`src/sv/pgmh_pkg.sv`:
```
package pgmh_pkg;

	// Default bit count of the largest accepted width or height
	localparam int DIM_BITS_DEF = 16;

	// Result kinds
	localparam logic [1:0] KIND_HEADER = 2'd0;
	localparam logic [1:0] KIND_PIXEL  = 2'd1;
	localparam logic [1:0] KIND_ERROR  = 2'd2;

	// Error codes
	localparam logic [2:0] ERR_BAD_MAGIC = 3'd0;
	localparam logic [2:0] ERR_NO_DIGITS = 3'd1;
	localparam logic [2:0] ERR_NO_SPACE  = 3'd2;
	localparam logic [2:0] ERR_BAD_SIZE  = 3'd3;
	localparam logic [2:0] ERR_BAD_MAX   = 3'd4;
	localparam logic [2:0] ERR_TOO_LARGE = 3'd5;

	// Characters
	localparam logic [7:0] CH_P     = 8'h50;
	localparam logic [7:0] CH_FIVE  = 8'h35;
	localparam logic [7:0] CH_HASH  = 8'h23;
	localparam logic [7:0] CH_LF    = 8'h0A;
	localparam logic [7:0] CH_PLUS  = 8'h2B;
	localparam logic [7:0] CH_MINUS = 8'h2D;
	localparam logic [7:0] CH_ZERO  = 8'h30;
	localparam logic [7:0] MAX_GREY = 8'hFF;

	// One result item
	typedef struct packed {
		logic [1:0]  kind;
		logic [15:0] width;
		logic [15:0] height;
		logic [7:0]  max_value;
		logic [7:0]  pixel;
		logic        last;
		logic [2:0]  err;
	} pgmh_result_t;

	function automatic logic is_ws(input logic [7:0] c);
		return (c == 8'h20) || ((c >= 8'h09) && (c <= 8'h0D));
	endfunction

	function automatic logic is_digit(input logic [7:0] c);
		return (c >= 8'h30) && (c <= 8'h39);
	endfunction

endpackage

```
`src/sv/pgmh_core.sv`:
```
module pgmh_core #(
	parameter int DIM_BITS = pgmh_pkg::DIM_BITS_DEF
) (
	input  logic                  clk,
	input  logic                  arst_n,
	input  logic                  step,
	input  logic [7:0]            data_byte,
	input  logic                  file_start,
	output logic                  res_valid,
	output pgmh_pkg::pgmh_result_t res
);
	import pgmh_pkg::*;

	localparam int AW = DIM_BITS + 1;
	localparam int PW = DIM_BITS + 5;
	localparam logic [AW-1:0] SAT = {1'b1, {DIM_BITS{1'b0}}};

	// Parse phases
	localparam logic [3:0] PH_MAGIC_P = 4'd0;
	localparam logic [3:0] PH_MAGIC_5 = 4'd1;
	localparam logic [3:0] PH_SKIP_W  = 4'd2;
	localparam logic [3:0] PH_NUM_W   = 4'd3;
	localparam logic [3:0] PH_SKIP_H  = 4'd4;
	localparam logic [3:0] PH_NUM_H   = 4'd5;
	localparam logic [3:0] PH_SKIP_M  = 4'd6;
	localparam logic [3:0] PH_NUM_M   = 4'd7;
	localparam logic [3:0] PH_PIXELS  = 4'd8;
	localparam logic [3:0] PH_IDLE    = 4'd9;

	logic [3:0]          phase_q, phase_n, ph_cur, skip_ph;
	logic                in_comment_q, in_comment_n, incom;
	logic [AW-1:0]       accum_q, accum_n, acc_mac, num_val;
	logic                negative_q, negative_n;
	logic                digit_seen_q, digit_seen_n;
	logic [AW-1:0]       width_q, width_n, height_q, height_n;
	logic [DIM_BITS-1:0] column_q, column_n, row_q, row_n;
	logic [3:0]          dval;
	logic [PW-1:0]       prod;
	logic [31:0]         w_ext, h_ext;
	logic                do_skip;

	// A file start restarts the parse at the first magic byte
	assign ph_cur = file_start ? PH_MAGIC_P : phase_q;

	// Multiply by ten and add the digit, saturating one above the limit
	assign dval    = 4'(data_byte - CH_ZERO);
	assign prod    = (PW'(accum_q) << 3) + (PW'(accum_q) << 1) + PW'(dval);
	assign acc_mac = (prod > PW'(SAT)) ? SAT : prod[AW-1:0];
	assign num_val = negative_q ? '0 : accum_q;
	assign w_ext   = 32'(width_q);
	assign h_ext   = 32'(height_q);

	// Next state and result for one byte
	always_comb begin
		phase_n      = ph_cur;
		in_comment_n = in_comment_q;
		accum_n      = accum_q;
		negative_n   = negative_q;
		digit_seen_n = digit_seen_q;
		width_n      = width_q;
		height_n     = height_q;
		column_n     = column_q;
		row_n        = row_q;
		res_valid    = 1'b0;
		res          = '0;
		do_skip      = 1'b0;
		skip_ph      = ph_cur;
		incom        = in_comment_q;

		case (ph_cur)
			PH_MAGIC_P: begin
				if (data_byte != CH_P) begin
					phase_n   = PH_IDLE;
					res_valid = 1'b1;
					res.kind  = KIND_ERROR;
					res.err   = ERR_BAD_MAGIC;
				end else begin
					phase_n = PH_MAGIC_5;
				end
			end
			PH_MAGIC_5: begin
				if (data_byte != CH_FIVE) begin
					phase_n   = PH_IDLE;
					res_valid = 1'b1;
					res.kind  = KIND_ERROR;
					res.err   = ERR_BAD_MAGIC;
				end else begin
					in_comment_n = 1'b0;
					phase_n      = PH_SKIP_W;
				end
			end
			PH_SKIP_W, PH_SKIP_H, PH_SKIP_M: begin
				do_skip = 1'b1;
			end
			PH_NUM_W, PH_NUM_H, PH_NUM_M: begin
				if (is_digit(data_byte)) begin
					accum_n      = acc_mac;
					digit_seen_n = 1'b1;
				end else if (!digit_seen_q) begin
					phase_n   = PH_IDLE;
					res_valid = 1'b1;
					res.kind  = KIND_ERROR;
					res.err   = ERR_NO_DIGITS;
				end else if (ph_cur == PH_NUM_W) begin
					width_n      = num_val;
					in_comment_n = 1'b0;
					incom        = 1'b0;
					do_skip      = 1'b1;
					skip_ph      = PH_SKIP_H;
				end else if (ph_cur == PH_NUM_H) begin
					height_n     = num_val;
					in_comment_n = 1'b0;
					incom        = 1'b0;
					do_skip      = 1'b1;
					skip_ph      = PH_SKIP_M;
				end else begin
					// Trailing byte after the maximum: run the checks in order
					phase_n   = PH_IDLE;
					res_valid = 1'b1;
					res.kind  = KIND_ERROR;
					if (!is_ws(data_byte)) begin
						res.err = ERR_NO_SPACE;
					end else if ((width_q == '0) || (height_q == '0)) begin
						res.err = ERR_BAD_SIZE;
					end else if (width_q[DIM_BITS] || height_q[DIM_BITS]) begin
						res.err = ERR_TOO_LARGE;
					end else if ((num_val == '0) || (num_val > AW'(MAX_GREY))) begin
						res.err = ERR_BAD_MAX;
					end else begin
						column_n      = '0;
						row_n         = '0;
						phase_n       = PH_PIXELS;
						res.kind      = KIND_HEADER;
						res.width     = w_ext[15:0];
						res.height    = h_ext[15:0];
						res.max_value = num_val[7:0];
					end
				end
			end
			PH_PIXELS: begin
				res_valid = 1'b1;
				res.kind  = KIND_PIXEL;
				res.pixel = data_byte;
				if ((AW'(column_q) + AW'(1)) >= width_q) begin
					column_n = '0;
					if ((AW'(row_q) + AW'(1)) >= height_q) begin
						res.last = 1'b1;
						phase_n  = PH_IDLE;
					end else begin
						row_n = row_q + DIM_BITS'(1);
					end
				end else begin
					column_n = column_q + DIM_BITS'(1);
				end
			end
			default: begin
				phase_n = PH_IDLE;
			end
		endcase

		// Skip whitespace and comments, then open the next number
		if (do_skip) begin
			phase_n = skip_ph;
			if (incom) begin
				if (data_byte == CH_LF) in_comment_n = 1'b0;
			end else if (data_byte == CH_HASH) begin
				in_comment_n = 1'b1;
			end else if (!is_ws(data_byte)) begin
				accum_n      = '0;
				negative_n   = 1'b0;
				digit_seen_n = 1'b0;
				if ((data_byte == CH_PLUS) || (data_byte == CH_MINUS)) begin
					negative_n = (data_byte == CH_MINUS);
					phase_n    = skip_ph + 4'd1;
				end else if (is_digit(data_byte)) begin
					accum_n      = AW'(dval);
					digit_seen_n = 1'b1;
					phase_n      = skip_ph + 4'd1;
				end else begin
					phase_n   = PH_IDLE;
					res_valid = 1'b1;
					res.kind  = KIND_ERROR;
					res.err   = ERR_NO_DIGITS;
				end
			end
		end
	end

	// Control state
	always_ff @(posedge clk or negedge arst_n) begin
		if (!arst_n) begin
			phase_q      <= PH_MAGIC_P;
			in_comment_q <= 1'b0;
			negative_q   <= 1'b0;
			digit_seen_q <= 1'b0;
		end else if (step) begin
			phase_q      <= phase_n;
			in_comment_q <= in_comment_n;
			negative_q   <= negative_n;
			digit_seen_q <= digit_seen_n;
		end
	end

	// Number and counter registers
	always_ff @(posedge clk or negedge arst_n) begin
		if (!arst_n) begin
			accum_q  <= '0;
			width_q  <= '0;
			height_q <= '0;
			column_q <= '0;
			row_q    <= '0;
		end else if (step) begin
			accum_q  <= accum_n;
			width_q  <= width_n;
			height_q <= height_n;
			column_q <= column_n;
			row_q    <= row_n;
		end
	end

endmodule

```
`src/sv/pgm_binary_header_parser_top.sv`:
```
// Binary grey image header parser.
// Input channel s_axis: one file byte per item in tdata, tuser set on the
// first byte of a new file, which restarts the parse from the magic bytes.
// Output channel m_axis: at most one result per input byte. tuser gives the
// kind (header, pixel, error); a header carries width, height and maximum,
// a pixel item carries the byte with tlast on the last pixel of the image,
// an error item carries its code. Bytes that only advance the parse (magic,
// whitespace, comments, digits) give no result; after an error or the last
// pixel, bytes are dropped until the next file start.
// Each byte is held in the input register, and its result is then loaded
// into the result register that drives m_axis. Throughput: one byte per
// cycle while no result stalls in the output; the per-byte work is a phase
// update and one multiply-by-ten accumulate.
// Reset: the parser waits for the magic 'P' even without a file start, and
// both registers are emptied.
// Stall: while a result waits in the output register one more byte is held
// in the input register; s_axis_tready then drops until m_axis_tready rises.
module pgm_binary_header_parser_top #(
	parameter int DIM_BITS = pgmh_pkg::DIM_BITS_DEF
) (
	input  logic        clk,
	input  logic        arst_n,
	input  logic        s_axis_tvalid,
	output logic        s_axis_tready,
	input  logic [7:0]  s_axis_tdata,   // [7:0] data_byte
	input  logic        s_axis_tuser,   // [0] file_start
	output logic        m_axis_tvalid,
	input  logic        m_axis_tready,
	// [15:0] image_width, [31:16] image_height, [39:32] max_value,
	// [47:40] pixel, [50:48] error_code, [55:51] zero
	output logic [55:0] m_axis_tdata,
	output logic [1:0]  m_axis_tuser,   // [1:0] result_kind
	output logic        m_axis_tlast    // last_pixel
);
	import pgmh_pkg::*;

	logic         valid_s1;
	logic [7:0]   byte_s1;
	logic         start_s1;
	logic         advance;
	logic         res_valid;
	pgmh_result_t res;
	logic         out_valid_q;
	pgmh_result_t out_q;

	// Process the held byte when the result register is free
	assign advance       = valid_s1 && (!out_valid_q || m_axis_tready);
	assign s_axis_tready = !valid_s1 || !out_valid_q || m_axis_tready;

	// Input register
	always_ff @(posedge clk or negedge arst_n) begin
		if (!arst_n) begin
			valid_s1 <= 1'b0;
		end else if (s_axis_tvalid && s_axis_tready) begin
			valid_s1 <= 1'b1;
		end else if (advance) begin
			valid_s1 <= 1'b0;
		end
	end

	always_ff @(posedge clk) begin
		if (s_axis_tvalid && s_axis_tready) begin
			byte_s1  <= s_axis_tdata;
			start_s1 <= s_axis_tuser;
		end
	end

	pgmh_core #(
		.DIM_BITS(DIM_BITS)
	) u_core (
		.clk        (clk),
		.arst_n     (arst_n),
		.step       (advance),
		.data_byte  (byte_s1),
		.file_start (start_s1),
		.res_valid  (res_valid),
		.res        (res)
	);

	// Result register
	always_ff @(posedge clk or negedge arst_n) begin
		if (!arst_n) begin
			out_valid_q <= 1'b0;
		end else if (advance && res_valid) begin
			out_valid_q <= 1'b1;
		end else if (m_axis_tready) begin
			out_valid_q <= 1'b0;
		end
	end

	always_ff @(posedge clk) begin
		if (advance && res_valid) begin
			out_q <= res;
		end
	end

	assign m_axis_tvalid = out_valid_q;
	assign m_axis_tdata  = {5'b0, out_q.err, out_q.pixel, out_q.max_value,
		out_q.height, out_q.width};
	assign m_axis_tuser  = out_q.kind;
	assign m_axis_tlast  = out_q.last;

endmodule

```
`config.mk`:
```
export PLATFORM = sky130hd
export DESIGN_NAME = pgm_binary_header_parser_top
export DESIGN_NICKNAME = d
export VERILOG_FILES = /design/src/sv/pgmh_pkg.sv /design/src/sv/pgmh_core.sv /design/src/sv/pgm_binary_header_parser_top.sv
export SDC_FILE = /design/constraint.sdc
export NUM_CORES = 1
export LEC_CHECK = 0
export BUFFER_PORTS_ARGS = -buffer_cell sky130_fd_sc_hd__buf_4
export CAP_MARGIN = 10
export CORE_MARGIN = 5
export CORE_UTILIZATION = 25
export CTS_CLUSTER_DIAMETER = 40
export DETAILED_ROUTE_END_ITERATION = 8
export PLACE_DENSITY_LB_ADDON = 0.1
export REMOVE_ABC_BUFFERS = 1
export SYNTH_ARGS = -nofsm -noshare
export SYNTH_HDL_FRONTEND = slang
export SYNTH_HIERARCHICAL = 1
export SYNTH_SLANG_ARGS = --single-unit
export TNS_END_PERCENT = 5
```
`constraint.sdc`:
```
create_clock -name clk -period 5.7 [get_ports clk]
set_input_delay 0.285 -clock clk [delete_from_list [all_inputs] [get_ports clk]]
set_output_delay 0.285 -clock clk [all_outputs]
set_load 0.1 [all_outputs]
```
# ---- Word level (Yosys, flattened, before mapping)
# Cells that the tools add are included.
dict set report op_classes {
  addsub 8
  order_cmp 8
  eq_ne 25
  n_mux 124
  bitwise_logic 7
  reduce_logical 31
}
# operator count
set op_table {}
lappend op_table {{2-to-1 mux 42 bit} 7}
lappend op_table {{2-to-1 mux 16 bit} 11}
lappend op_table {{2-to-1 mux 17 bit} 9}
lappend op_table {{2-to-1 mux 4 bit} 24}
lappend op_table {{case mux 16 bit (2 select lines)} 2}
lappend op_table {{logical NOT 17 bit} 3}
lappend op_table {{2-to-1 mux 3 bit} 15}
lappend op_table {{2-to-1 mux 1 bit} 41}
lappend op_table {{2-to-1 mux 40 bit} 1}
lappend op_table {{adder 16 x 1 -> 17 bit (second input constant)} 2}
lappend op_table {{>= comparator 17 bit} 2}
lappend op_table {{adder 16 x 1 -> 16 bit (second input constant)} 2}
lappend op_table {{equality test 8 x 6 -> 1 bit (second input constant)} 4}
lappend op_table {{adder 20 x 18 -> 21 bit} 1}
lappend op_table {{adder 21 x 4 -> 21 bit} 1}
lappend op_table {{greater-than comparator 21 x 17 -> 1 bit (second input constant)} 1}
lappend op_table {{case mux 4 bit (5 select lines)} 1}
lappend op_table {{2-to-1 mux 2 bit} 9}
lappend op_table {{greater-than comparator 17 x 8 -> 1 bit (second input constant)} 1}
lappend op_table {{equality test 4 x 3 -> 1 bit (second input constant)} 4}
lappend op_table {{inequality test 2 bit (second input constant)} 7}
lappend op_table {{AND reduction 12 bit} 1}
lappend op_table {{AND reduction 10 bit} 1}
lappend op_table {{AND reduction 5 bit} 2}
lappend op_table {{26 further kinds} 51}
dict set report word_totals {
  regBits 155
  input_bits 13
  out_inout_bits 61
}

# ---- Longest topological paths before layout
# Gate-level depths: netlist (run 1).
dict set report logic_depth {
  ltp_word 18
  depth_mapped 18
}

# ---- Hierarchy
# Netlist (run 1), hierarchy kept.
# mod instances cells_each area_each_um2
set by_module_without_submodules {}
lappend by_module_without_submodules {pgmh_core 1 886 7489.7}
lappend by_module_without_submodules {pgm_binary_header_parser_top 1 79 2042.0}

# ---- Worst setup path after synthesis (run 1)
# No wires, ideal clock.
dict set report synth_path {
  kind {register to register}
  startpoint {reg u_core.phase_q[2]}
  endpoint {reg out_q, in the netlist m_axis_tdata[0] (enable)}
  setup_time_ns 0.472
  arrival_ns 4.158
  required_time_ns 5.228
  slack_ns 1.069
  stages_incl_launch_ff 11
  period_less_slack_ns 4.631
  cell_sequence {dfrtp_1 -> buf_4 -> nor2_2 -> nand3_1 -> inv_1 -> clkbuf_1 -> clkbuf_1 -> nor3_1 -> nand2_1 -> nand2_1 -> nor2b_1}
}
dict set report synth_via {
  elab_chain_len 14
  elab_cells_between_ends 34
}
# item line_no
set synth_rtl {}
lappend synth_rtl {{start: declaration} pgmh_core.sv:30} ;# logic [3:0] phase_q, phase_n, ph_cur, skip_ph;
lappend synth_rtl {{start signal: assignment} pgmh_core.sv:197} ;# phase_q <= phase_n;
lappend synth_rtl {{2-to-1 mux 4 bit (*)} pgmh_core.sv:43} ;# assign ph_cur = file_start ? PH_MAGIC_P : phase_q;
lappend synth_rtl {{equality test 4 x 3 -> 1 bit} {pgmh_core.sv:70, pgmh_core.sv:110}}
lappend synth_rtl {{2-to-1 mux 1 bit} pgmh_core.sv:110} ;# end else if (ph_cur == PH_NUM_H) begin
lappend synth_rtl {{2-to-1 mux 1 bit} pgmh_core.sv:104} ;# end else if (ph_cur == PH_NUM_W) begin
lappend synth_rtl {{2-to-1 mux 1 bit} pgmh_core.sv:99} ;# end else if (!digit_seen_q) begin
lappend synth_rtl {{2-to-1 mux 1 bit} pgmh_core.sv:96} ;# if (is_digit(data_byte)) begin
lappend synth_rtl {{case mux 1 bit (4 select lines)} pgmh_core.sv:70} ;# case (ph_cur)
lappend synth_rtl {{2-to-1 mux 1 bit} pgmh_core.sv:175} ;# end else if (is_digit(data_byte)) begin
lappend synth_rtl {{2-to-1 mux 1 bit} pgmh_core.sv:172} ;# if ((data_byte == CH_PLUS) || (data_byte == CH_MINUS)) begin
lappend synth_rtl {{2-to-1 mux 1 bit} pgmh_core.sv:168} ;# end else if (!is_ws(data_byte)) begin
lappend synth_rtl {{2-to-1 mux 1 bit} pgmh_core.sv:166} ;# end else if (data_byte == CH_HASH) begin
lappend synth_rtl {{2-to-1 mux 1 bit} pgmh_core.sv:164} ;# if (incom) begin
lappend synth_rtl {{2-to-1 mux 1 bit (*)} pgmh_core.sv:162} ;# if (do_skip) begin
lappend synth_rtl {{named net res_valid} pgm_binary_header_parser_top.sv:41} ;# logic res_valid;
lappend synth_rtl {{logical AND 1 bit (*)} pgm_binary_header_parser_top.sv:92} ;# if (advance && res_valid) begin
lappend synth_rtl {{end signal: assignment} pgm_binary_header_parser_top.sv:93} ;# out_q <= res;
lappend synth_rtl {{end: declaration} pgm_binary_header_parser_top.sv:44} ;# pgmh_result_t out_q;
# The timed path passes the listed nets; every way through them passes the cells marked *.
# A chain may end at the register's enable or synchronous reset.

# ---- Worst setup path in the final report (run 1)
dict set report layout_path {
  startpoint {reg u_core.column_q[0]}
  endpoint {reg u_core.column_q[5]}
}
dict set report layout_via {
  elab_chain_len 4
  elab_cells_between_ends 5
}
# item line_no
set layout_rtl {}
lappend layout_rtl {{start: declaration} pgmh_core.sv:36} ;# logic [DIM_BITS-1:0] column_q, column_n, row_q, row_n;
lappend layout_rtl {{start signal: assignment} pgmh_core.sv:216} ;# column_q <= column_n;
lappend layout_rtl {{adder 16 x 1 -> 17 bit} pgmh_core.sv:144} ;# if ((AW'(column_q) + AW'(1)) >= width_q) begin
lappend layout_rtl {{>= comparator 17 bit} pgmh_core.sv:144}
lappend layout_rtl {{2-to-1 mux 16 bit (*)} pgmh_core.sv:144}
lappend layout_rtl {{case mux 16 bit (2 select lines) (*)} pgmh_core.sv:70}
# Every way passes the cells marked *; elsewhere a longest branch is shown, timed or not.

==> flow_summary.json, run 1 <==
{
  "netlist_area_um2": 9530,
  "dieHeight_um": 205,
  "yosys.area.top_type": "dfrtp_1",
  "synth-async-reset-ratio": 0.594,
  "pin_count": 74,
  "numCtsBuffers": 17,
  "layout-drive-gt1-share": 0.143,
  "setup_viol_count_final": 0,
  "routed_wl_um": 28000,
  "num-fill-cells": 4038,
  "grt_setup_unrepaired": "false",
  "cts_resized": 0,
  "endpoint_kind": "register",
  "drv_slew": 0,
  "tns_ns": 0,
  "numPortBuffers": 68,
  "yosysMostFrequentCell": "dfrtp_1",
  "dieArea_um2": 42100,
  "fin_nets": 1109,
  "slew_headroom": 0.198,
  "cts_setup_buffers": 0,
  "period_needed_ns": 4.18,
  "critPathLaunchType": "register",
  "synth_top_area_frac": 0.242,
  "h-tree-depth": 4,
  "drv_cap": 0,
  "routedWlPerCell_um": 18.1,
  "cts_hold_buf": 5,
  "seq_area_frac_synth": 0.440,
  "p_per_area_nw_per_um2": 314,
  "viasPerCell": 4.74,
  "yosys_warnings": 6,
  "synthDistinctLibCells": 79,
  "clk_latency_ns": 0.44,
  "cp.arrival_ns": 4.54,
  "start_util": 0.253,
  "hold_viol_final": 0,
  "clock_path_buffers": 2,
  "cpPeakStageDelay_ns": 0.85,
  "clock-sinks": 155,
  "power_leakage_nw": 4.82,
  "grt_pass1_wl_um": 44900,
  "critPathSlowestCell": "nor2_1",
  "p_total_mw": 3.51,
  "max-vdd-ir-drop_uv": 211,
  "syn_avg_cell_area_um2": 9.88,
  "clock_skew_ns": 0.0123,
  "synth_area_leaders": "dfrtp_1, edfxtp_1, ha_1",
  "ys_seq_elements": 155,
  "run_status": "completed",
  "tightest_slew_ns": 1.20,
  "cts_tree": "yes",
  "syn_to_final_growth_pct": 17.2,
  "globalRouteTotalUtil": 0.136,
  "antenna_left": 0,
  "timing.fmax_mhz": 239,
  "core_um2": 37700,
  "synth_flop_cell": "dfrtp_1",
  "synth_edf_count": 63,
  "period_share": 0.733,
  "rows": 71,
  "drt-initial-drc-count": 334,
  "post-place-ws_ns": 1.50,
  "grt_start_max_net_pins": 52,
  "firstDrtPassIters": 5,
  "clk_pin_slew_ns": 0.06,
  "gr-total-overflow": 0,
  "clockRootBuffer": "clkbuf_16",
  "fin_ws_ns": 1.52,
  "hold_path.class": "primary input to register",
  "vias": 7330,
  "syn_inst": 965,
  "fp.dieW_um": 205,
  "globalplace.congestion": 0.774,
  "dp_hpwl_um": 21100,
  "synthTopCellsByCount": "dfrtp_1, nor2_1, nand2_1",
  "crit_type": "register to register",
  "required_ns": 6.06,
  "crit_chain": "ha_1, nand3_1, nor2b_1, nand2_1, xnor2_1, ha_1, a21o_1, a21oi_1, o221ai_1, o21ai_0, nand3_1, nor2_1, nand2_1, o21ai_0",
  "grt_pass1_vias": 7651,
  "worstPathMaxFanout": 13,
  "whs_ns": 0.0310,
  "antenna_found_initial": 1,
  "drc": 0,
  "n_antenna_cell": 0
}
## logic make-up (layout without fill, tap and decap cells)
logic type                 Yosys count  count (layout)  synth area share
adders and majority gates           72              72            0.0961
and+or+nand+nor                    359             359             0.196
other                                1               5          0.000393
muxes                               23              23            0.0265
xor gates and xnor gates            43              43            0.0395
buffers and inverters               92             160            0.0425
DFF                                155             155             0.440
AOI/OAI and AO/OA                  220             220             0.159
## per-stage QoR
step | std cells | utilization | instance area (um2)
5_1_grt | 1548 | 0.297 | 11200
6_report | 1548 | 0.297 | 11200
2_1_floorplan | 923 | - | 9310
4_1_cts | 1546 | 0.296 | 11100
3_3_place_gp | 1509 | 0.280 | 10500
3_5_place_dp | 1509 | 0.280 | 10500
## layout make-up
class / instances / area, um2 / share of cell area
Clock inverter: 11 / 120 / 0.0108
Timing Repair Buffer: 82 / 633 / 0.0567
Sequential cell: 155 / 4190 / 0.375
Inverter: 46 / 173 / 0.0155
Multi-Input combinational cell: 722 / 4960 / 0.444
Tap cell: 511 / 639 / 0.0572
Clock buffer: 21 / 450 / 0.0403
## placed cells by master (no fill, tap or decap), types with 4 or more instances in the layout
cell type      synthesis  final
dfrtp_1               92     92
nor2_1                91     91
nand2_1               80     80
buf_4                  8     75
ha_1                  70     70
edfxtp_1              63     63
o21ai_0               60     60
inv_1                 46     46
a21oi_1               34     34
nand3_1               31     30
xnor2_1               26     26
and3_1                23     23
o31ai_1               19     19
nand2b_1              18     18
a32o_1                18     18
mux2_2                18     18
clkbuf_16              0     17
xor2_1                17     17
nor4_1                17     17
and2_1                16     16
nor2b_1               17     16
nand4_1               16     16
a21o_1                16     16
a31oi_1               15     15
nor3_1                14     14
a22o_1                11     11
dlygate4sd3_1          0      7
conb_1                 1      5
clkinvlp_4             0      5
o211ai_1               5      5
mux2i_1                5      5
or3_1                  4      4
o21a_1                 4      4
o31ai_2                4      4
## flip-flops by register name (all words and copies together) (netlist names), 2 cells and up
name             count
u_core/height_q     17
u_core/row_q        16
u_core/accum_q      17
u_core/phase_q       4
u_core/column_q     16
m_axis_tdata        51
u_core/width_q      17
byte_s1              8
m_axis_tuser         2
## per-layer routing
metal  GRT usage  share of wire  up-vias
met5           0              0        -
met4      0.0344          0.011        0
met3      0.0236          0.025       21
met2       0.218           0.47       99
met1       0.193           0.50     3563
li1            -              -     3647
## power breakdown
| group | leakage, nW | total (mW) | internal, mW | switching [mW] |
|---|---|---|---|---|
| Sequential | 1.88 | 1.36 | 1.29 | 0.0746 |
| Clock | 0.263 | 1.12 | 0.654 | 0.470 |
| Combinational | 2.67 | 1.03 | 0.197 | 0.829 |
| Total | 4.82 | 3.51 | 2.14 | 1.37 |
## critical path, delay by kind of cell, from the launching register on
kind | cells | cell delay (ns)
compound gates | 5 | 0.84
xor+xnor | 1 | 0.26
fa+ha+maj | 2 | 0.61
flops | 1 | 0.45
simple gates | 6 | 1.95
## final timing paths
kind / startpoint / to / slack (ns) / cells after the start
setup / recovery: u_core/column_q[0] / u_core/column_q[5] / 1.52 / 14
hold / removal: s_axis_tdata[4] / byte_s1[4] / 0.03 / 1
setup reg to reg: u_core/column_q[0] / u_core/column_q[5] / 1.52 / 14
hold reg to reg: u_core/width_q[12] / u_core/width_q[12] / 0.51 / 1
max in group asynchronous: arst_n / u_core/phase_q[1] / 4.12 / 3
min in group asynchronous: arst_n / u_core/column_q[7] / 0.42 / 2
Power figures use the tool's default switching activity.
==> run 2: changes to the inputs <==
==> constraint.sdc (replaced) <==
create_clock -name clk -period 4.11 [get_ports clk]
set_input_delay 0.2055 -clock clk [delete_from_list [all_inputs] [get_ports clk]]
set_output_delay 0.2055 -clock clk [all_outputs]
set_load 0.1 [all_outputs]
==> run 2 against run 1 <==
Compared with the run above:
- final area rose by 1.6%
- routed wire length hardly changed
- non-clock buffer count rose by 22
- sequential power up 38%
- cell count rose by 1.5%
- maximum frequency up 14%
- sequential share of layout area shrank 0.61 points
- clock skew increased by 0.0013 ns
- via count is 1.6% higher
- combinational power increased by 41%
- largest cell class unchanged
- clock power grew 39%
==> flow_summary.json, run 2 (synthesis gave the netlist of run 1 again) <==
{
  "vias": 7450,
  "tightest_slew_ns": 1.02,
  "viasPerCell": 4.74,
  "cpPeakStageDelay_ns": 0.41,
  "largest_reg_flops": 51,
  "globalplace.congestion": 0.777,
  "endpoint_kind": "register",
  "drv_cap": 0,
  "p_per_area_nw_per_um2": 430,
  "intPower_mw": 2.97,
  "period_needed_ns": 3.68,
  "antenna_left": 0,
  "crit_chain": "and3_1, and3_1, and3_1, nand2_1, nor2_1, nand3_1, xnor2_1, ha_1, a21o_1, a21o_1, a21oi_1, nor2_1, nor2_1, and2_1, a21oi_1, o31a_1",
  "core_um2": 37700,
  "switching_share": 0.393,
  "dp_hpwl_um": 21200,
  "numCtsBuffers": 17,
  "critPathLaunchType": "register",
  "worstPathMaxFanout": 6,
  "grt_setup_unrepaired": "false",
  "h-tree-depth": 4,
  "clk_pin_slew_ns": 0.07,
  "cts_resized": 0,
  "power_leakage_nw": 4.93,
  "clockRootBuffer": "clkbuf_16",
  "period_share": 0.894,
  "clock_power_share": 0.318,
  "dieHeight_um": 205,
  "fin_ws_ns": 0.434,
  "numPortBuffers": 68,
  "hold_viol_final": 0,
  "clock_skew_ns": 0.0136,
  "cp_top_family": "simple AND/OR/NAND/NOR gates",
  "grt_start_max_net_pins": 61,
  "cp.arrival_ns": 4.00,
  "power_frac_comb": 0.297,
  "cts_hold_buf": 11,
  "run_status": "completed",
  "globalRouteTotalUtil": 0.135,
  "pin_count": 74,
  "start_util": 0.253,
  "final_cell_mix": "buf_4, dfrtp_1, nor2_1, nand2_1, ha_1",
  "timing.fmax_mhz": 272,
  "cts_tree": "yes",
  "post-place-ws_ns": 0.424,
  "hold_path.class": "primary input to register",
  "fin_nets": 1131,
  "fp.dieW_um": 205,
  "p_switching_mw": 1.92,
  "routedWlPerCell_um": 17.8,
  "clk_latency_ns": 0.44,
  "routed_wl_um": 28000,
  "layout-drive-gt1-share": 0.158,
  "path_buf_inv": 0,
  "layoutNonFillerInstCount": 1571,
  "dieArea_um2": 42100,
  "setup_viol_count_final": 0,
  "p_total_mw": 4.89,
  "rows": 71,
  "clock_path_buffers": 2,
  "sequentialPowerShare": 0.384,
  "drt-initial-drc-count": 357,
  "grt_pass1_vias": 7637,
  "drv_slew": 0,
  "drc": 0,
  "slew_headroom": 0.314,
  "dpl.cell_count": 1527,
  "crit_type": "register to register",
  "grt_pass1_wl_um": 44200,
  "firstDrtPassIters": 4,
  "critPathSlowestCell": "dfrtp_1",
  "syn_to_final_growth_pct": 19.1,
  "antenna_found_initial": 0,
  "finalInstanceArea_um2": 11400,
  "clock-sinks": 155,
  "required_ns": 4.44,
  "max-vdd-ir-drop_uv": 298,
  "cts_setup_buffers": 0,
  "post_dp_cell_area_um2": 10700,
  "gr-total-overflow": 0
}
-- run 2: changes by cell type in the layout (fill, tap and decap cells not counted), moves of 2 or more --
cell,before,now
dlygate4sd3_1,7,11
clkinv_2,2,4
clkinv_4,0,2
buf_4,75,92
-- run 2: area by class of cell --
| type | count | area, um2 |
|---|---|---|
| Sequential cell | 155 | 4190 |
| Clock inverter | 12 | 128 |
| Multi-Input combinational cell | 722 | 4960 |
| Timing Repair Buffer | 104 | 821 |
| Inverter | 46 | 173 |
| Tap cell | 511 | 639 |
| Fill cell | 4045 | 26300 |
| Antenna cell | 1 | 2.50 |
| Clock buffer | 20 | 437 |
-- run 2: power by group through the flow --
stage                     clock network (mW)  logic [mW]  registers [mW]
after global placement                     0        1.46            1.91
after floorplan                            0       0.319            2.68
after global routing                    1.67        1.52            1.90
after CTS                               1.61        1.47            1.88
after detailed placement                   0        1.46            1.91
final                                   1.56        1.45            1.88
-- run 2: worst paths after layout --
check	start	to	slack, ns	depth (start not counted)
setup / recovery	u_core/row_q[2]	u_core/phase_q[0]	0.43	16
hold / removal	m_axis_tready	valid_s1	0.06	3
setup reg to reg	u_core/row_q[2]	u_core/phase_q[0]	0.43	16
hold reg to reg	u_core/width_q[13]	u_core/width_q[13]	0.51	1
max in group asynchronous	arst_n	u_core/in_comment_q	2.63	3
min in group asynchronous	arst_n	u_core/column_q[7]	0.40	2
-- run 2: per-layer routing --
metal / GRT usage / routed length, um
met1: 0.187 / 13800
met2: 0.220 / 13200
met3: 0.0227 / 677
met4: 0.0335 / 284
met5: 0 / 0
-- run 2: through the flow --
step,setup TNS [ns],hold slack [ns],utilization
after floorplan,-27.55,-0.0901,-
after global placement,0,0.374,0.283
after detailed placement,0,0.366,0.283
after CTS,0,0.0420,0.301
after global routing,0,0.0602,0.301
final,0,0.0617,0.301
-- run 2: worst reg2reg max path: stages, from the launching register on --
cell     delay (ns)
dfrtp_1        0.41
and3_1         0.22
and3_1         0.23
and3_1         0.31
nand2_1        0.10
nor2_1         0.29
nand3_1        0.17
xnor2_1        0.16
ha_1           0.29
a21o_1         0.16
a21o_1         0.16
a21oi_1        0.13
nor2_1         0.05
nor2_1         0.14
and2_1         0.22
a21oi_1        0.16
o31a_1         0.35
